[src/sv/fsl_pkg.sv]
`timescale 1ns / 1ps
// ----------------------------------------------------------------------------
// FSK tone log-likelihood: shared types and constants
// Result type, saturation bounds and the stage layout of the iterative lanes.
// ----------------------------------------------------------------------------
package fsl_pkg;

  typedef logic signed [23:0] llr_t;

  localparam llr_t LLR_MAX = 24'sh7FFFFF;
  localparam llr_t LLR_MIN = 24'sh800000;

  // square root: 32 root bits, 4 per stage
  localparam int SQRT_STG   = 8;
  localparam int SQRT_STEPS = 4;

  // divider: 24 quotient bits, 4 per stage
  localparam int DIV_STG   = 6;
  localparam int DIV_STEPS = 4;

  // log I0 approximation stages
  localparam int LOGI0_STG = 6;

endpackage

[src/sv/fsl_div.sv]
`timescale 1ns / 1ps
// ----------------------------------------------------------------------------
// FSK tone log-likelihood: pipelined restoring divider
// 24 quotient bits of {rem, lo} / den, given rem < den.
// ----------------------------------------------------------------------------
module fsl_div
  import fsl_pkg::*;
(
  input  logic        clk_i,
  input  logic        en_i,
  input  logic [16:0] rem_i,
  input  logic [23:0] lo_i,
  input  logic [16:0] den_i,
  output logic [23:0] quo_o
);

  logic [16:0] rem_q [DIV_STG];
  logic [23:0] lo_q  [DIV_STG];
  logic [16:0] den_q [DIV_STG];

  for (genvar g = 0; g < DIV_STG; g++) begin : g_stg
    logic [16:0] rem_in, rem_d, den_in;
    logic [23:0] lo_in, lo_d;

    if (g == 0) begin : g_first
      assign rem_in = rem_i;
      assign lo_in  = lo_i;
      assign den_in = den_i;
    end else begin : g_next
      assign rem_in = rem_q[g-1];
      assign lo_in  = lo_q[g-1];
      assign den_in = den_q[g-1];
    end

    // quotient bits shift in at the bottom of lo as dividend bits leave the top
    always_comb begin
      logic [17:0] acc;
      logic [17:0] diff;
      rem_d = rem_in;
      lo_d  = lo_in;
      for (int k = 0; k < DIV_STEPS; k++) begin
        acc  = {rem_d, lo_d[23]};
        diff = acc - {1'b0, den_in};
        lo_d = {lo_d[22:0], 1'b0};
        if (acc >= {1'b0, den_in}) begin
          rem_d   = diff[16:0];
          lo_d[0] = 1'b1;
        end else begin
          rem_d = acc[16:0];
        end
      end
    end

    always_ff @(posedge clk_i) begin
      if (en_i) begin
        rem_q[g] <= rem_d;
        lo_q[g]  <= lo_d;
        den_q[g] <= den_in;
      end
    end
  end

  assign quo_o = lo_q[DIV_STG-1];

endmodule

[config.mk]
export PLATFORM = sky130hd
export DESIGN_NAME = fsl_div
export DESIGN_NICKNAME = d
export VERILOG_FILES = /design/src/sv/fsl_pkg.sv /design/src/sv/fsl_div.sv
export SDC_FILE = /design/constraint.sdc
export NUM_CORES = 2
export LEC_CHECK = 0
export BUFFER_PORTS_ARGS = -buffer_cell sky130_fd_sc_hd__buf_2
export CAP_MARGIN = 10
export CORE_ASPECT_RATIO = 0.6
export CORE_MARGIN = 2
export CORE_UTILIZATION = 55
export DETAILED_ROUTE_END_ITERATION = 7
export PLACE_DENSITY = 0.72
export RECOVER_POWER = 100
export SYNTH_ARGS = -nofsm -noshare
export SYNTH_HDL_FRONTEND = slang
export SYNTH_SLANG_ARGS = --single-unit
[constraint.sdc]
create_clock -name clk_i -period 29.4 [get_ports clk_i]
set_input_delay 5.88 -clock clk_i [delete_from_list [all_inputs] [get_ports clk_i]]
set_output_delay 5.88 -clock clk_i [all_outputs]
set_load 0.02 [all_outputs]
* After elaboration in Yosys (flattened, before gate mapping)
Memories as Yosys holds them, arrays and structs flattened.
Cells that the tools add are included.
** Word-level totals
- Bits in registers :: 0
- Bits in writable memories :: 348
- Input bits :: 60
- Output and inout bits :: 24
- Logic and storage cells :: 101
- Memories kept :: 3
** Memory list
- lo_q :: words 6, bits a word 24, rd ports 6, clocked after memory_dff 0, wr ports 6, line fsl_div.sv:18 : logic [23:0] lo_q [DIV_STG];
- den_q :: words 6, bits a word 17, rd ports 5, clocked after memory_dff 0, wr ports 6, line fsl_div.sv:19 : logic [16:0] den_q [DIV_STG];
- rem_q :: words 6, bits a word 17, rd ports 5, clocked after memory_dff 0, wr ports 6, line fsl_div.sv:17 : logic [16:0] rem_q [DIV_STG];
** Operators by class
- $add $sub $neg :: 24
- $lt $le $gt $ge :: 24
- Muxes and demuxes :: 50
** Operators by type and width (count)
- greater-or-equal comparator 18 x 17 -> 1 bit :: 24
- two-way mux 17 bit :: 24
- subtractor 17 bit :: 24
- two-way mux 1 bit :: 26

* Depth between registers and ports, before layout
- Depth after elaboration :: 8
- Depth in mapped cells :: 50
- Gate-level depth less buffers :: 45

* Worst setup path before layout
No wires, ideal clock.
- Path type :: input -> register
- From :: input lo_i[23]
- To :: memory rem_q[0][10], data pin
- Setup time :: 0.260 ns
- Arrival :: 15.381 ns
- Data required time :: 29.140 ns
- Setup slack :: 13.759 ns
- Stages on the path :: 48
- Buffers on the path :: 6
- Path through :: inv_1 > ha_1 > inv_1 > fa_1 > nand3_1 > a211o_1 > nand4_1 > nand3_1 > and2_1 > clkbuf_2 > clkbuf_1 > nand2_1 > o31ai_1 > ha_1 > a21o_1 > a21o_1 > a2111o_1 > a311oi_2 > [... 12 more ...] > a2111oi_0 > o21a_1 > o21ai_0 > nor2_2 > inv_2 > buf_2 > a21oi_1 > fa_1 > a21o_1 > a21oi_1 > nor2b_1 > o41ai_1 > a31oi_1 > or4_1 > a41o_1 > a211oi_4 > buf_4 > mux2_2
** RTL lines
- start, declared :: line fsl_div.sv:12 : input logic [23:0] lo_i,
- end, declared :: line fsl_div.sv:17

==> key figures <==
Worst setup path
  • Worst R2R Start: den_q[3][1]$_DFFE_PP_
  • CP Max Fanout: 18
  • Critical path's top delay family: compound AO/OA/AOI/OAI gates
  • Crit path top cell by count: a21oi_1
  • Startpoint Class: input pin
  • Critical path arrival: ~21000 ps
  • WS Path Type: in2reg
  • Worst EP required: 29700 ps
  • Slowest CP cell: a211oi_1
  • Crit end category: register
  • Slowest stage delay, CP: roughly 2200 ps
  • Worst reg2reg setup slack: 10870 ps
  • R2r worst-path depth: 38
  • Worst r2r dst: rem_q[4][15]$_DFFE_PP_
  • Buf/Inv on CP: 5

Clock network
  • Clock transition at path regs: around 60 ps
  • Worst-Skew Late Latency: between 500 and 600 ps
  • Clock Sinks: 314
  • CTS H-tree depth: 2
  • Num CTS Buffers: 35
  • Setup bufs post-CTS: 0
  • TritonCTS clock tree: yes
  • Root Buffer: clkbuf_16
  • Resized cells post-CTS: 0
  • Hold_buf cts: 0
  • Worst-case clock buffer depth: 3

Worst hold path
  • WHS Path Cells: 0
  • Tightest Hold Check Type: reg2reg
  • Hold Path Sink: lo_q[3][14]$_DFFE_PP_
  • Hold path start: lo_q[2][10]$_DFFE_PP_

Finish
  • Fillers: 5193
  • Final nets: 4072
  • Antenna diode count: 0
  • Fraction of layout cells with a size suffix above 1: 9.95%
  • Area growth syn-to-layout: 6.44%
  • Post-layout util: between 50% and 60%

Synth
  • Dominant synthesized flop cell: edfxtp_1
  • Synthesized area: about 33000 sq um
  • Mean Syn Cell Area: 9.39 sq um
  • Ys async rst share: 0%
  • FF+latch count, synth: around 310
  • Synth area leaders: edfxtp_1 29%, ha_1 15%, mux2_2 7.8%
  • Commonest cells in the netlist: 408 x ha_1, 314 x edfxtp_1, 272 x a21oi_1
  • Post-synth net total: 4000
  • Distinct cells, synth: around 100
  • Cell count after synthesis: 3509
  • Post-synth top area cell: edfxtp_1
  • Top-area cell type share of the netlist area: 28.6%
  • Post-synth EDFFs: between 300 and 400
  • Seq/Total Area, Yosys: 28.6%
  • YS warnings: 0
  • Count leader, synth: ha_1

Global route
  • GRT Overall Usage: approximately 29%
  • Initial antenna violation count: 0
  • Largest net degree at the start of global routing: 151
  • First-pass GRT wire length: 140000 microns
  • Vias in the first global route: around 25000
  • Grt total ovfl: 0

Status
  • Failing checks: capacitance limit, slew limit
  • Status: finished with violations

Die
  • Die Span Y: 194 microns
  • Horiz. Die Dim: 320 microns
  • Cell row count: 69
  • Area of the die: 62000 sq um
  • Core area: approximately 59000 sq um
  • Initial cell density of the core: 55.7%
  • IO Count: 84

Drt
  • WL/cell: 20.5 microns
  • Final WL: 90100 microns
  • Drt drc: 0
  • Via count: 27500
  • Detail Route Antenna Nets: 0
  • DRT Pass-1 Iters: 6
  • Initial DRC Count: roughly 3000
  • DR vias/cell: roughly 6.3

Placement
  • I/O Buffers: 83
  • Post-detailed-placement half-perimeter wirelength: 71400 microns
  • Setup WS pre-CTS: 11510 ps
  • Final GP Congestion: 0.968

STA
  • Fin. Hold Viols: 0
  • Worst Slack Setup Final: 8510 ps
  • Final setup vio count: 0
  • Min cycle time layout: 20890 ps
  • Worst Skew: 35.1 ps
  • Max Slew Vio Count: 461
  • Slew @ Worst Pin: between 7000 and 8000 ps
  • Setup TNS: 0 ps
  • Final period util: 71.0%
  • Achievable Freq: 0.0479 GHz
  • RSZ-0062 raised after global routing: false
  • Rel. slew slack: -419%

Flow run
  • Max cap viols: 10
-- worst max-delay path by stage --
stage	start	to	cells after the start
5_1_grt	den_i[1]	rem_q[0][15]$_DFFE_PP_	41
4_1_cts	den_i[5]	rem_q[0][15]$_DFFE_PP_	41
2_1_floorplan	lo_i[23]	rem_q[0][10]$_DFFE_PP_	48
3_5_place_dp	den_i[7]	rem_q[0][15]$_DFFE_PP_	41
3_3_place_gp	den_i[7]	rem_q[0][7]$_DFFE_PP_	41
6_report	den_i[0]	rem_q[0][15]$_DFFE_PP_	42
-- registers in the layout, indices dropped and copies added, names as in the netlist --
register and cells:
rem_q 85, lo_q 144, den_q 85
-- layout by cell type, fill, tap and decap left out, types with 43 or more instances in the layout --
master,synthesis,routed
nand2_1,203,203
nor3_1,82,82
edfxtp_1,314,314
buf_2,20,43
ha_1,408,408
o21ai_0,213,216
clkbuf_1,20,50
a21oi_1,272,274
o21a_1,65,65
nor2b_1,64,64
nand3_1,71,71
nor2_1,242,243
xnor2_1,196,196
inv_1,249,253
nand4_1,59,59
a21o_1,107,107
mux2_2,227,200
xor2_1,87,87
-- layout make-up --
cell class	count	area, sq um	share of cell area, %
Inverter	257	968	2.76
Multi-Input combinational cell	2879	22100	63.0
Timing Repair Buffer	94	414	1.18
Clock buffer	36	880	2.51
Clock inverter	27	315	0.899
Tap cell	781	977	2.79
Sequential cell	314	9430	26.9
-- layer usage --
metal,vias to the layer above,track usage (%),wire (microns)
li1,13400,-,-
met1,12900,48.4,46900
met2,1158,35.8,32300
met3,86,6.08,9590
met4,0,5.15,1320
met5,-,0,0
-- per-stage QoR --
stage | area (sq um) | hold slack (ps) | std cells
after floorplan | 33000 | 400 | 3509
after global placement | 34100 | 400 | 4325
after detailed placement | 34100 | 405 | 4325
after CTS | 35300 | 415 | 4388
after global routing | 35100 | 421 | 4388
final | 35100 | 414 | 4388
-- kinds of logic after synthesis --
family | Yosys count | synth area share [%]
AOI/OAI and AO/OA | 982 | 20.0
and+or+nand+nor | 902 | 13.5
adders and majority gates | 431 | 16.9
buffers and inverters | 316 | 3.96
DFF | 314 | 28.6
xor gates and xnor gates | 283 | 7.52
muxes | 281 | 9.56
Power is left out: the tool's default activity adds up to more than one toggle a clock period on the data nets, which glitch-free logic cannot reach.
