`config.mk`:
```
export PLATFORM = sky130hd
export DESIGN_NAME = fsl_sqrt
export DESIGN_NICKNAME = d
export VERILOG_FILES = /design/src/sv/fsl_pkg.sv /design/src/sv/fsl_sqrt.sv
export SDC_FILE = /design/constraint.sdc
export NUM_CORES = 2
export LEC_CHECK = 0
export ABC_AREA = 1
export BUFFER_PORTS_ARGS = -buffer_cell sky130_fd_sc_hd__clkbuf_2
export CELL_PAD_IN_SITES_DETAIL_PLACEMENT = 1
export CELL_PAD_IN_SITES_GLOBAL_PLACEMENT = 1
export CORE_ASPECT_RATIO = 1.25
export CORE_MARGIN = 2
export CORE_UTILIZATION = 40
export CTS_CLUSTER_SIZE = 10
export DETAILED_ROUTE_END_ITERATION = 7
export PLACE_DENSITY_LB_ADDON = 0.1
export SLEW_MARGIN = 5
export SYNTH_ARGS = -nofsm -noshare
export SYNTH_HDL_FRONTEND = slang
export SYNTH_SLANG_ARGS = --single-unit
```
`constraint.sdc`:
```
create_clock -name clk_i -period 9.9 [get_ports clk_i]
set_clock_uncertainty 0.15 [all_clocks]
set_input_delay 1.98 -clock clk_i [delete_from_list [all_inputs] [get_ports clk_i]]
set_output_delay 1.98 -clock clk_i [all_outputs]
set_load 0.01 [all_outputs]
```
`src/sv/fsl_pkg.sv`:
```
`timescale 1ns / 1ps
// ----------------------------------------------------------------------------
// FSK tone log-likelihood: shared types and constants
// Result type, saturation bounds and the stage layout of the iterative lanes.
// ----------------------------------------------------------------------------
package fsl_pkg;

  typedef logic signed [23:0] llr_t;

  localparam llr_t LLR_MAX = 24'sh7FFFFF;
  localparam llr_t LLR_MIN = 24'sh800000;

  // square root: 32 root bits, 4 per stage
  localparam int SQRT_STG   = 8;
  localparam int SQRT_STEPS = 4;

  // divider: 24 quotient bits, 4 per stage
  localparam int DIV_STG   = 6;
  localparam int DIV_STEPS = 4;

  // log I0 approximation stages
  localparam int LOGI0_STG = 6;

endpackage

```
`src/sv/fsl_sqrt.sv`:
```
`timescale 1ns / 1ps
// ----------------------------------------------------------------------------
// FSK tone log-likelihood: pipelined integer square root
// floor(sqrt(rad)) of a 64-bit radicand, restoring digit recurrence.
// ----------------------------------------------------------------------------
module fsl_sqrt
  import fsl_pkg::*;
(
  input  logic        clk_i,
  input  logic        en_i,
  input  logic [63:0] rad_i,
  output logic [31:0] root_o
);

  logic [32:0] rem_q  [SQRT_STG];
  logic [31:0] root_q [SQRT_STG];
  logic [63:0] rad_q  [SQRT_STG];

  for (genvar g = 0; g < SQRT_STG; g++) begin : g_stg
    logic [32:0] rem_in, rem_d;
    logic [31:0] root_in, root_d;
    logic [63:0] rad_in, rad_d;

    if (g == 0) begin : g_first
      assign rem_in  = '0;
      assign root_in = '0;
      assign rad_in  = rad_i;
    end else begin : g_next
      assign rem_in  = rem_q[g-1];
      assign root_in = root_q[g-1];
      assign rad_in  = rad_q[g-1];
    end

    always_comb begin
      logic [34:0] acc;
      logic [34:0] trial;
      logic [34:0] diff;
      rem_d  = rem_in;
      root_d = root_in;
      rad_d  = rad_in;
      for (int k = 0; k < SQRT_STEPS; k++) begin
        acc   = {rem_d, rad_d[63:62]};
        trial = {1'b0, root_d, 2'b01};
        diff  = acc - trial;
        rad_d = {rad_d[61:0], 2'b00};
        if (acc >= trial) begin
          rem_d  = diff[32:0];
          root_d = {root_d[30:0], 1'b1};
        end else begin
          rem_d  = acc[32:0];
          root_d = {root_d[30:0], 1'b0};
        end
      end
    end

    always_ff @(posedge clk_i) begin
      if (en_i) begin
        rem_q[g]  <= rem_d;
        root_q[g] <= root_d;
        rad_q[g]  <= rad_d;
      end
    end
  end

  assign root_o = root_q[SQRT_STG-1];

endmodule

```
* After elaboration in Yosys (flattened, before gate mapping)
Memories as Yosys holds them, arrays and structs flattened.
Index checks and enable logic that the tools add are counted.
** Storage, ports and cells
- Memories :: 3
- Logic and storage cells :: 133
- Bits in latches :: 0
- Memory bits (read-only) :: 0
- Register bits :: 0
- Input port bits :: 66
- Bits in writable memories :: 968
** Cells by class
- Shift operators :: 0
- Multiplexer cells :: 66
- Multiply operators :: 0
- Reduce and logical (&&, ||, !) cells :: 0
- Add/sub/neg operators :: 32
- Bitwise logic cells :: 0
- Eq/ne operators :: 0
- $lt $le $gt $ge :: 32
- Div/mod/pow operators :: 0
** Memory list
- rad_q :: words 8, width 56, read ports 7, clocked after Yosys merged registers in 0, wr ports 8, line fsl_sqrt.sv:17 : logic [63:0] rad_q [SQRT_STG];
- rem_q :: words 8, width 33, read ports 7, clocked after Yosys merged registers in 0, wr ports 8, line fsl_sqrt.sv:15 : logic [32:0] rem_q [SQRT_STG];
- root_q :: words 8, width 32, read ports 8, clocked after Yosys merged registers in 0, wr ports 8, line fsl_sqrt.sv:16 : logic [31:0] root_q [SQRT_STG];
** Operators with widths (count)
- 2-to-1 mux 33 bit :: 32
- >= comparator 35 x 34 -> 1 bit :: 28
- subtractor 33 bit :: 28
- >= comparator 35 x 3 -> 1 bit :: 1
- >= comparator 35 x 4 -> 1 bit :: 1
- >= comparator 35 x 5 -> 1 bit :: 1
- 2-to-1 mux 1 bit :: 34
- subtractor 33 x 3 -> 33 bit :: 1
- subtractor 33 x 4 -> 33 bit :: 1
- subtractor 33 x 5 -> 33 bit :: 1
- subtractor 2 x 1 -> 3 bit (second input constant) :: 1
- >= comparator 2 x 1 -> 1 bit (second input constant) :: 1

* Longest topological paths before layout
An unclocked memory read counts as a cell.
- Depth in word-level cells :: 9
- Depth in mapped cells :: 70
- Gate-level depth less buffers :: 60

* Worst setup path before layout
No wires, ideal clock.
- Kind :: register to register
- Start point :: mem root_q[4][15], in the netlist root_q[1][15]
- End point :: mem rem_q[5][32] (data pin)
- Library setup time :: 0.249 ns
- Clock period less this slack :: 8.874 ns
- Setup slack :: 1.026 ns
- Arrival time :: 8.475 ns
- Stages on the path, launching flop included :: 67
- Cell sequence :: edfxtp_1 -> inv_1 -> ha_1 -> nand2_1 -> inv_1 -> nand2_1 -> inv_1 -> a21oi_1 -> nand3_1 -> nand2_1 -> nand2_2 -> buf_6 -> buf_2 -> inv_1 -> clkbuf_1 -> nor2_1 -> a22oi_1 -> inv_1 -> (+31 left out) -> nand2_1 -> o21ai_0 -> ha_1 -> a21oi_1 -> inv_1 -> a31oi_1 -> o21ai_0 -> a21oi_1 -> o21ai_1 -> nand2_1 -> nand2_1 -> nor2_1 -> nand2_2 -> buf_4 -> nand3_1 -> nand2_1 -> nand2_1 -> inv_1
** RTL lines (line)
- start: declaration :: fsl_sqrt.sv:16
- end: declaration :: fsl_sqrt.sv:15

==> flow_summary.ini <==
[setup_path]
slowest_delay_ps = 520
crit_path_max_fanout = 19
criticalPathCategory = reg -> reg
cp-end-kind = flip-flop
cp_slowest_cell = edfxtp_1
required_ps = 10140
cp-start-kind = flip-flop
path_common_cell = nand2_1
cp_data_arrival_time_ps = 9720

[yosys]
synth.avg_cell_area_um2 = 6.34
netlist_area_um2 = 72500
yosysWarnings = 0
yosysSeqAreaShare_pct = 24.8
synth.distinct_cells = 69
netlist_instances = 11400
synth-seq-cells = 599
synth-main-ff-cell = edfxtp_1
synth_edf_count = 599
async_reset_ff_share_pct = 0

[place]
globalplace.congestion = 0.981
dp_hpwl_mm = 264
portBuffers = 97
dp_slack_ps = -1250

[layout]
drive_gt1_share_pct = 9.13
fill_cells = 24200
multi_input_area_um2 = 48500
nNetsFinal = 12500
regArea_um2 = 18000
syn_to_final_growth_pct = 12.8
layout_common_cells = 3429 x nand2_1, 1494 x inv_1, 1325 x nor2_1
layout_commonest_cell = nand2_1

[sta]
fin_crit_sh_pct = 95.7
worst_slew_pin_slew_ps = 1200
fmax_mhz = 106
period_needed_ps = 9480
hold_viol_final = 0
maxSlewHeadroom_pct = 20.3
setup_viol = 0
maxSlewViolCount = 0
layout_setup_ws_ps = 424

[clock_network]
cts_tree = done
cts_num_sinks = 599
postCtsHoldBufs = 0
cts_max_level = 3
clock_latency_ps = 730
cts_root_buf = clkbuf_16
clock_path_buffers = 3
clkTransAtPathRegs_ps = 70
cts_buffers = 81

[floorplanning]
dieArea_um2 = 185000
core.rowCount = 174
die_height_um = 480
io_pins = 98
fp.dieW_um = 385
start_util_pct = 40.3
core_area_um2 = 180000

[global_routing]
overflow = 0
grt_pass1_wl_mm = 471
antenna_found_initial = 13
grt_max_degree = 163
grt_pass1_vias = 81200
grt_usage_pct = 32.8

[detailed_routing]
drt-total-wl_mm = 312
wire_per_inst_um = 21.9
via_per_inst = 5.52
vias = 78700
drc_errors = 0
dr.pass1.iters = 5
ant_nets = 0
first_iter_violations = 4203

[job]
maxCapViolations = 0

[status]
status = completed

[hold_path]
hold_class = reg -> reg
## cell type report
| type | count | share of cell area (%) |
|---|---|---|
| timing repair buffer | 457 | 4.40 |
| clock inverter | 35 | 0.650 |
| antenna | 3 | 0.00918 |
| timing repair inverter | 2 | 0.0153 |
| inverter | 1577 | 7.36 |
| tap | 2376 | 3.64 |
| multi-input combinational | 9106 | 59.4 |
| sequential | 599 | 22.0 |
| clock buffer | 88 | 2.54 |
## cells in the mapped netlist, drive strengths merged (3+ instances only)
cell        n  area share, %
a31oi      45           0.39
o31ai       6          0.062
a22oi       4          0.041
nor2b       4          0.045
ha        560            9.7
or2        30           0.26
a211oi     13           0.13
o211ai     13           0.13
a21boi     11           0.11
a31o        3          0.036
a21oi     688            4.9
xor2      210            2.5
o21bai     30           0.32
nor3b       3          0.047
buf        85           0.91
o21a       35           0.36
and3       10          0.086
nand4     213            1.9
nor2     1418            7.7
nor3      175            1.3
and2       17           0.15
a311oi      3          0.036
clkbuf     62           0.32
clkinv      3          0.016
o311ai      4          0.048
inv      1574            8.2
nand2    3505             18
nor4       44           0.38
o2111ai     3          0.036
nand3b     95           0.98
o21ai     767            5.3
edfxtp    599             25
a221oi      4          0.048
nand3     871            6.5
xnor2     275            3.3
a21o       27           0.28
o221a       5          0.078
## path summary, 6_finish.rpt
kind | to | start | slack, ps | depth (start not counted)
max | rem_q[5][16] | root_q[1][7] | 420 | 57
min | rad_q[1][32] | rad_q[0][24] | 240 | 0
max reg2reg | rem_q[5][16] | root_q[1][7] | 420 | 57
min reg2reg | rad_q[1][32] | rad_q[0][24] | 240 | 0
## registers in the layout (all words and copies together) (netlist names)
signal and cells:
root_q 144, rem_q 231, rad_q 224
## critical path, delay by kind of cell, from the launching register on
kind	cells	cell delay, ps
AO/OA/AOI/OAI	10	1930
flip-flops	1	520
buffers and inverters	15	1930
AND/OR/NAND/NOR	28	3360
adder cells (fa/ha/maj)	4	1230
## metrics by stage
step / instances / utilization, % / hold WS, ps / cell area, um2 / TNS, ps
2_1_floorplan: 11400 / - / 250 / 72500 / 0
3_3_place_gp: 14100 / 43.1 / 251 / 77500 / -53700
3_5_place_dp: 14100 / 43.1 / 255 / 77500 / -69650
4_1_cts: 14200 / 44.7 / 239 / 80300 / 0
5_1_grt: 14200 / 45.5 / 254 / 81700 / -1210
6_report: 14200 / 45.5 / 245 / 81800 / 0
## cells by family (layout without fill, tap and decap cells)
logic type	Yosys count	after routing	share of synthesized area (%)
simple gates	6386	6386	37.7
buf+inv	1724	2159	9.40
compound gates	1669	1669	12.5
flops	599	599	24.8
fa+ha+maj	560	560	9.67
xor+xnor	485	485	5.86
mux	2	2	0.0294
other cells	1	7	0.00518
## repair_timing
action,in CTS,in global routing
buffers inserted,7,50
setup endpoints to repair,122,205
resized for setup,63,289
gates cloned,0,6
pin swaps,0,28
## routing by layer
layer,track usage (%),vias up,part of all wire [%]
li1,-,38300,-
met1,37.7,37900,41
met2,59.9,1657,50
met3,2.95,702,3.5
met4,17.0,16,5.9
met5,0,-,0.038
Power is left out: the tool's default activity adds up to more than one toggle a clock period on the data nets, which glitch-free logic cannot reach.
