File: config.mk
export PLATFORM = sky130hd
export DESIGN_NAME = fsl_logi0
export DESIGN_NICKNAME = d
export VERILOG_FILES = /design/src/sv/fsl_pkg.sv /design/src/sv/fsl_logi0.sv
export SDC_FILE = /design/constraint.sdc
export NUM_CORES = 2
export LEC_CHECK = 0
export BUFFER_PORTS_ARGS = -buffer_cell sky130_fd_sc_hd__buf_2
export CORE_ASPECT_RATIO = 0.6
export CORE_UTILIZATION = 55
export DETAILED_ROUTE_END_ITERATION = 10
export PLACE_DENSITY_LB_ADDON = 0.25
export SLEW_MARGIN = 20
export SYNTH_ARGS = -nofsm -noshare
export SYNTH_HDL_FRONTEND = slang
export SYNTH_SLANG_ARGS = --single-unit
File: constraint.sdc
create_clock -name clk_i -period 9.19 [get_ports clk_i]
set_clock_uncertainty 0.2 [all_clocks]
set_input_delay 1.838 -clock clk_i [delete_from_list [all_inputs] [get_ports clk_i]]
set_output_delay 1.838 -clock clk_i [all_outputs]
set_load 0.05 [all_outputs]
File: src/sv/fsl_pkg.sv
`timescale 1ns / 1ps
// ----------------------------------------------------------------------------
// FSK tone log-likelihood: shared types and constants
// Result type, saturation bounds and the stage layout of the iterative lanes.
// ----------------------------------------------------------------------------
package fsl_pkg;

  typedef logic signed [23:0] llr_t;

  localparam llr_t LLR_MAX = 24'sh7FFFFF;
  localparam llr_t LLR_MIN = 24'sh800000;

  // square root: 32 root bits, 4 per stage
  localparam int SQRT_STG   = 8;
  localparam int SQRT_STEPS = 4;

  // divider: 24 quotient bits, 4 per stage
  localparam int DIV_STG   = 6;
  localparam int DIV_STEPS = 4;

  // log I0 approximation stages
  localparam int LOGI0_STG = 6;

endpackage

File: src/sv/fsl_logi0.sv
`timescale 1ns / 1ps
// ----------------------------------------------------------------------------
// FSK tone log-likelihood: log I0 approximation
// Five-segment piecewise quadratic in x (Q.16), rounded and saturated to Q11.12.
// ----------------------------------------------------------------------------
module fsl_logi0
  import fsl_pkg::*;
(
  input  logic        clk_i,
  input  logic        en_i,
  input  logic [32:0] x_i,
  output llr_t        llr_o
);

  localparam logic [27:0] SEG_LIM [4] = '{28'd65536, 28'd131072, 28'd327680, 28'd1310720};
  localparam logic [11:0] COEF_A  [5] = '{12'd2260, 12'd1245, 12'd288, 12'd20, 12'd0};
  localparam logic [13:0] COEF_B  [5] = '{14'd125, 14'd2177, 14'd6314, 14'd9048, 14'd9867};
  localparam logic signed [15:0] COEF_C [5] =
    '{-16'sd12, -16'sd1080, -16'sd5645, -16'sd12997, -16'sd22053};

  // rounding half of 10000 * 2^20, and a bias that keeps the dividend positive
  localparam logic signed [63:0] ROUND_OFS = 64'sd5000 <<< 20;
  localparam logic signed [63:0] W_SAT     = 64'sd83886080000;
  localparam logic signed [63:0] BIAS_W    = 64'sd160000;
  localparam logic [24:0]        BIAS_Q    = 25'd16;
  localparam logic [24:0]        RECIP_625 = 25'd27487790;
  localparam logic [33:0]        DIV_625   = 34'd625;

  // stage 1: segment select
  logic        sat1_d;
  logic [2:0]  seg1_d;
  logic        sat1_q;
  logic [27:0] x1_q;
  logic [11:0] a1_q;
  logic [13:0] b1_q;
  logic signed [15:0] c1_q;

  always_comb begin
    sat1_d = |x_i[32:28];
    seg1_d = '0;
    for (int k = 0; k < 4; k++) begin
      seg1_d = seg1_d + {2'b00, (x_i[27:0] >= SEG_LIM[k])};
    end
  end

  always_ff @(posedge clk_i) begin
    if (en_i) begin
      sat1_q <= sat1_d;
      x1_q   <= x_i[27:0];
      a1_q   <= COEF_A[seg1_d];
      b1_q   <= COEF_B[seg1_d];
      c1_q   <= COEF_C[seg1_d];
    end
  end

  // stage 2: square and linear term
  logic        sat2_q;
  logic [41:0] sq2_q;
  logic [41:0] tb2_q;
  logic [11:0] a2_q;
  logic signed [15:0] c2_q;

  always_ff @(posedge clk_i) begin
    if (en_i) begin
      sat2_q <= sat1_q;
      sq2_q  <= x1_q[20:0] * x1_q[20:0];
      tb2_q  <= b1_q * x1_q;
      a2_q   <= a1_q;
      c2_q   <= c1_q;
    end
  end

  // stage 3: quadratic term
  logic        sat3_q;
  logic [53:0] ta3_q;
  logic [41:0] tb3_q;
  logic signed [15:0] c3_q;

  always_ff @(posedge clk_i) begin
    if (en_i) begin
      sat3_q <= sat2_q;
      ta3_q  <= a2_q * sq2_q;
      tb3_q  <= tb2_q;
      c3_q   <= c2_q;
    end
  end

  // stage 4: sum, drop 2^20, bias, divide by 16
  logic signed [63:0] v4, w4, u4;
  logic        sat4_d;
  logic        sat4_q;
  logic [32:0] u4_q;

  always_comb begin
    v4 = $signed({10'b0, ta3_q}) + $signed({6'b0, tb3_q, 16'b0})
       + ($signed(64'(c3_q)) <<< 32) + ROUND_OFS;
    w4 = v4 >>> 20;
    u4 = w4 + BIAS_W;
    sat4_d = sat3_q | (w4 >= W_SAT);
  end

  always_ff @(posedge clk_i) begin
    if (en_i) begin
      sat4_q <= sat4_d;
      u4_q   <= u4[36:4];
    end
  end

  // stage 5: reciprocal multiply by 1/625, may fall one short
  logic [57:0] prod5;
  logic        sat5_q;
  logic [32:0] u5_q;
  logic [23:0] q5_q;

  assign prod5 = u4_q * RECIP_625;

  always_ff @(posedge clk_i) begin
    if (en_i) begin
      sat5_q <= sat4_q;
      u5_q   <= u4_q;
      q5_q   <= prod5[57:34];
    end
  end

  // stage 6: correct, remove bias, saturate
  logic [33:0] r6;
  logic [24:0] q6, qb6;
  llr_t        llr6_q;

  always_comb begin
    r6  = {1'b0, u5_q} - ({10'b0, q5_q} * DIV_625);
    q6  = {1'b0, q5_q} + {24'b0, (r6 >= DIV_625)};
    qb6 = q6 - BIAS_Q;
  end

  always_ff @(posedge clk_i) begin
    if (en_i) begin
      llr6_q <= sat5_q ? LLR_MAX : $signed(qb6[23:0]);
    end
  end

  assign llr_o = llr6_q;

endmodule

; ---- Word level (Yosys, flattened, before mapping)
; Memories as Yosys holds them, arrays and structs flattened. A register that Yosys moved wholly into a read port is not among the register bits.
; Cells that the tools add are included.
[classes]
addsub = 10
mul = 5
n_lt_le_gt_ge = 6
bitwise = 2
n_reduce_logical = 1
[op_table]
columns = cell, n
row1 = $add 61x34->62 const B, 1
row2 = $add 60x48->61, 1
row3 = $add 54x58->59, 1
row4 = $mul 33x24->57 const B, 1
row5 = $mul 12x42->54, 1
row6 = $ge 42x38->1 const B, 1
row7 = $mul 14x28->42, 1
row8 = $mul 21x21->42, 1
row9 = $add 37x19->37 const B, 1
row10 = $ge 34x10->1 const B, 1
row11 = $mul 24x10->34 const B, 1
row12 = $sub 33x34->34, 1
row13 = $ge 28x17->1 const B, 1
row14 = $ge 28x18->1 const B, 1
row15 = $ge 28x19->1 const B, 1
row16 = $ge 28x21->1 const B, 1
row17 = $add 24x1->24, 1
row18 = $sub 24x5->24 const B, 1
row19 = $reduce_or 5->1, 1
row20 = $not 3->4, 1
row21 = $add 2x1->3, 1
row22 = $add 3x1->3, 1
row23 = $add 1x1->2, 1
row24 = $or 1x1->1, 1
[totals]
regBits = 371
rom_bits = 336
in_bits = 35
output_inout_bits = 24
elab_cells = 44
memories = 3
[memory_table]
columns = memory, words, word_bits, read_ports, rd_ports_with_merged_regs, write_ports, line_no
row1 = (no name shown), 8, 16, 1, 1, 0, fsl_logi0.sv:52  ; c1_q <= COEF_C[seg1_d];
row2 = (no name shown), 8, 14, 1, 1, 0, fsl_logi0.sv:51  ; b1_q <= COEF_B[seg1_d];
row3 = (no name shown), 8, 12, 1, 1, 0, fsl_logi0.sv:50  ; a1_q <= COEF_A[seg1_d];

; ---- Longest topological paths before layout
[logic_depth]
ltp_word = 5
depth_mapped = 36
mapped_depth_nobuf = 35

; ---- Worst setup path after synthesis
; No wires, ideal clock.
[synth_path]
path_type = reg2reg
start = reg q5_q[14]
end = reg llr6_q[23] (netlist: llr_o[23]) (data pin)
setup_ns = 0.261
arrival_ns = 7.587
required_time_ns = 8.729
slack_ns = 1.142
stages_incl_launch_ff = 35
n_path_buf = 0
period_less_slack_ns = 8.048
cell_sequence = edfxtp_1 > fa_1 > ha_1 > inv_1 > fa_1 > inv_1 > fa_1 > fa_1 > inv_1 > ha_1 > nor2b_1 > a211oi_1 > o221ai_1 > nor4_1 > o2111ai_1 > or3_1 > nor4_1 > nand4_1 > a2111oi_0 > o2111ai_1 > nor4_1 > o2111ai_1 > ha_1 > a31oi_1 > nand2_1 > nand2_1 > nand2_1 > nand2_1 > nand2_1 > a21boi_0 > o21ai_0 > a21boi_0 > nand4_1 > xor2_1 > nor2_1
[synth_via]
elab_chain_len = 5
[synth_rtl]
columns = item, line_no
row1 = from (decl), fsl_logi0.sv:113  ; logic [23:0] q5_q;
row2 = from (signal assigned), fsl_logi0.sv:121  ; q5_q <= prod5[57:34];
row3 = $mul 24x10->34, fsl_logi0.sv:131  ; r6 = {1'b0, u5_q} - ({10'b0, q5_q} * DIV_625);
row4 = $sub 33x34->34, fsl_logi0.sv:131
row5 = $ge 34x10->1, fsl_logi0.sv:132  ; q6 = {1'b0, q5_q} + {24'b0, (r6 >= DIV_625)};
row6 = $add 24x1->24 *, fsl_logi0.sv:132
row7 = $sub 24x5->24 *, fsl_logi0.sv:133  ; qb6 = q6 - BIAS_Q;
row8 = to (signal assigned), fsl_logi0.sv:138  ; llr6_q <= sat5_q ? LLR_MAX : $signed(qb6[23:0]);
row9 = to (decl), fsl_logi0.sv:128  ; llr_t llr6_q;
; Mark *: on every way between the ends. The rest lies on a longest branch, timed or not.
; A chain may end at the register's enable or synchronous reset.

; ---- Final worst setup path
[layout_path]
start = reg q5_q[10]
end = reg llr6_q[22] (netlist: llr_o[22]) (data pin)
; Same word-level chain as after synthesis.

==> impl_metrics.tcl <==
set metrics [dict create \
    cts_root_buf "sky130_fd_sc_hd__clkbuf_16" \
    synth_enable_flop_cells 352 \
    ctsLongestPathBuffers 3 \
    via_count 47700 \
    synth.top_cells.by_area "sky130_fd_sc_hd__fa_1 38%, sky130_fd_sc_hd__ha_1 16%, sky130_fd_sc_hd__edfxtp_1 15%, sky130_fd_sc_hd__inv_1 9.7%, sky130_fd_sc_hd__and2_1 4.7%" \
    final.min_clock_period_ns 8.83 \
    clock_tree.htree_level_count 2 \
    detailedRoute.firstIterationViolations 4057 \
    first_global_vias 50600 \
    maxCapViolations 0 \
    end_kind "register" \
    crit_slowest_cell "sky130_fd_sc_hd__fa_1" \
    reg2reg_setup_slack_ns 0.36 \
    grt_start_max_net_pins 161 \
    dp_cells 8681 \
    synth_cell_types 86 \
    worst_tran_pin_value_ns 1.17 \
    clk_latency_ns 0.65 \
    setup_viol_count_final 0 \
    synth_area_leader "sky130_fd_sc_hd__fa_1" \
    post-route-drc-count 0 \
    crit-reg2reg-capture "llr_o[22]$_SDFFCE_PP1P_" \
    syn_nets 9266 \
    ys_async_sr_fraction_pct 0 \
    chipHeight_um 281 \
    grt_overflow 0 \
    ios 59 \
    floorplan.die.width_um 466 \
    yosys_warnings 0 \
    slew_violations 0 \
    tritoncts "yes" \
    placement.io_buffers 58 \
    crit_path_frequent_cell "sky130_fd_sc_hd__buf_4" \
    post-dp-hpwl_um 156000 \
    ff_latch_area_um2 10600 \
    worst_slew_margin_rel_pct 21.7 \
    status "complete, no violations" \
    synthDominantCellAreaShare_pct 38.4 \
    grt_antenna_before_repair 14 \
    clkSinkCount 352 \
    synth_area_um2 71100 \
    setup.worst_path.end "llr_o[22]$_SDFFCE_PP1P_" \
    worst_setup_path_startpoint "q5_q[10]$_DFFE_PP_" \
    dr.pass1.iters 6 \
    dieArea_um2 131000 \
    layout_worst_path_cycle_share_pct 96.1 \
    layout-drive-gt1-share_pct 4.72 \
    worst-endpoint-required_ns 9.38 \
    grt_pass1_wl_um 293000 \
    start_kind "register" \
    multi_input_comb_area_um2 53200 \
    num-fill-cells 10800 \
    gr_usage_total_pct 29.3 \
    class_of_the_tightest_hold_or_removal_check "register to register" \
    finalHoldViolations 0 \
    gpl_congestion 0.980 \
    achievable-frequency_ghz 0.113 \
    max_stage_delay_ns 0.55 \
    postSynthAreaPerCell_um2 10.3 \
    largest_driver_fanout_on_the_critical_path 4 \
    post_synth_inst_count 6936 \
    synth-main-ff-cell "sky130_fd_sc_hd__edfxtp_1" \
    routed_via_density 5.44 \
    detail-route-antenna-nets 0 \
    placement_rows 101 \
    cts.reportedPaths.clkPinSlew_ns 0.07 \
    numCtsBuffers 41 \
    core_area_um2 127000 \
    crit-reg2reg-launch "q5_q[10]$_DFFE_PP_" \
    finish.net_count 9371 \
    initial_core_util_pct 55.8 \
    routed_wl_um 182000 \
    synth_seq_area_share_pct 14.9 \
    number_of_synthesized_register_bits 352 \
    timing.reg2reg.worst_path_depth 39 \
    synthMostInstantiatedCell "sky130_fd_sc_hd__inv_1" \
    area_growth_pct 6.44 \
    stdcell_count 8774 \
    critPathKind "register to register" \
    wl_per_cell_um 20.8 \
    ys_top_cells_by_count "1839 x sky130_fd_sc_hd__inv_1, 1364 x sky130_fd_sc_hd__fa_1, 931 x sky130_fd_sc_hd__ha_1, 537 x sky130_fd_sc_hd__and2_1, 352 x sky130_fd_sc_hd__edfxtp_1" \
    arrival_ns 9.02 \
]
==> cells in the final DEF (no fill, tap or decap), drive strengths merged, types with 160 or more instances in the layout <==
master  count
buf       201
fa       1364
nand2     332
nor2      160
ha        931
inv      1841
edfxtp    352
a21oi     203
xnor2     176
and2      537
==> flip-flops by register name (all words and copies together), names as in the netlist <==
register and count:
tb2_q 42, tb3_q 42, sq2_q 41, ta3_q 38, u4_q 33, u5_q 33, x1_q 28, llr_o 24
q5_q 24, b1_q 11, c3_q 9, c2_q 8, c1_q 7, a2_q 4, a1_q 3, sat1_q 1
sat2_q 1, sat3_q 1, sat4_q 1, sat5_q 1
==> layout make-up <==
type | count | share of cell area, %
timing repair buffer | 201 | 1.85
sequential | 352 | 14.0
antenna | 3 | 0.00992
inverter | 1839 | 9.12
multi-input combinational | 4606 | 70.3
clock buffer | 45 | 1.38
clock inverter | 29 | 0.536
tap | 1699 | 2.81
==> routing by layer <==
metal  track usage, %  share of wire (%)
met5                0             0.0071
met4             3.84                1.3
met3             8.66                 11
met2             39.9                 39
met1             46.4                 48
==> kinds of logic after synthesis <==
family                     count (synthesis)  share of synthesized area [%]
adders and majority gates               2295                           54.8
AOI/OAI and AO/OA                        686                           6.39
buffers and inverters                   1978                           10.5
and+or+nand+nor                         1356                           10.1
muxes                                      8                          0.118
xor gates and xnor gates                 261                           3.26
DFF                                      352                           14.9
==> timing repair <==
action,4_1_cts,5_1_grt
setup endpoints to repair,8,10
gates resized for setup,4,24
setup buffers,0,15
hold buffers,0,0
gates cloned,0,0
pin swaps,1,15
==> metrics by stage <==
step / hold WS, ns / util, % / setup slack (ns) / setup TNS (ns) / area, um2
finish: 0.208 / 59.4 / 0.361 / 0 / 75700
global route: 0.224 / 59.4 / -0.0539 / -0.0956 / 75700
CTS: 0.209 / 59.2 / 0.0569 / 0 / 75400
detailed placement: 0.205 / 58.1 / -0.145 / -0.327 / 74000
global placement: 0.201 / 58.1 / -0.109 / -0.192 / 74000
floorplan: 0.200 / - / 1.14 / 0 / 71100
==> critical path, delay by kind of cell, from the launching register on <==
family	cells	cell delay, ns
buffers and inverters	8	1.05
AND/OR/NAND/NOR	16	2.26
XOR/XNOR	1	0.17
flip-flops	1	0.44
adder cells (fa/ha/maj)	8	3.05
AO/OA/AOI/OAI	6	1.43
==> worst min-delay path by stage <==
stage | depth (start not counted) | to | slack (ns) | start
5_1_grt | 0 | c3_q[13]$_DFFE_PP_ | 0.22 | c2_q[13]$_DFFE_PP_
2_1_floorplan | 0 | a2_q[10]$_DFFE_PP_ | 0.20 | a1_q[3]$_SDFFCE_PN0P_
6_report | 0 | a2_q[10]$_DFFE_PP_ | 0.21 | a1_q[3]$_SDFFCE_PN0P_
4_1_cts | 0 | a2_q[10]$_DFFE_PP_ | 0.21 | a1_q[3]$_SDFFCE_PN0P_
3_5_place_dp | 0 | a2_q[10]$_DFFE_PP_ | 0.20 | a1_q[3]$_SDFFCE_PN0P_
3_3_place_gp | 0 | tb3_q[18]$_DFFE_PP_ | 0.20 | tb2_q[18]$_DFFE_PP_
Power is not shown: default switching activity piles up to over one toggle a cycle in this logic, so the estimate is an artifact.
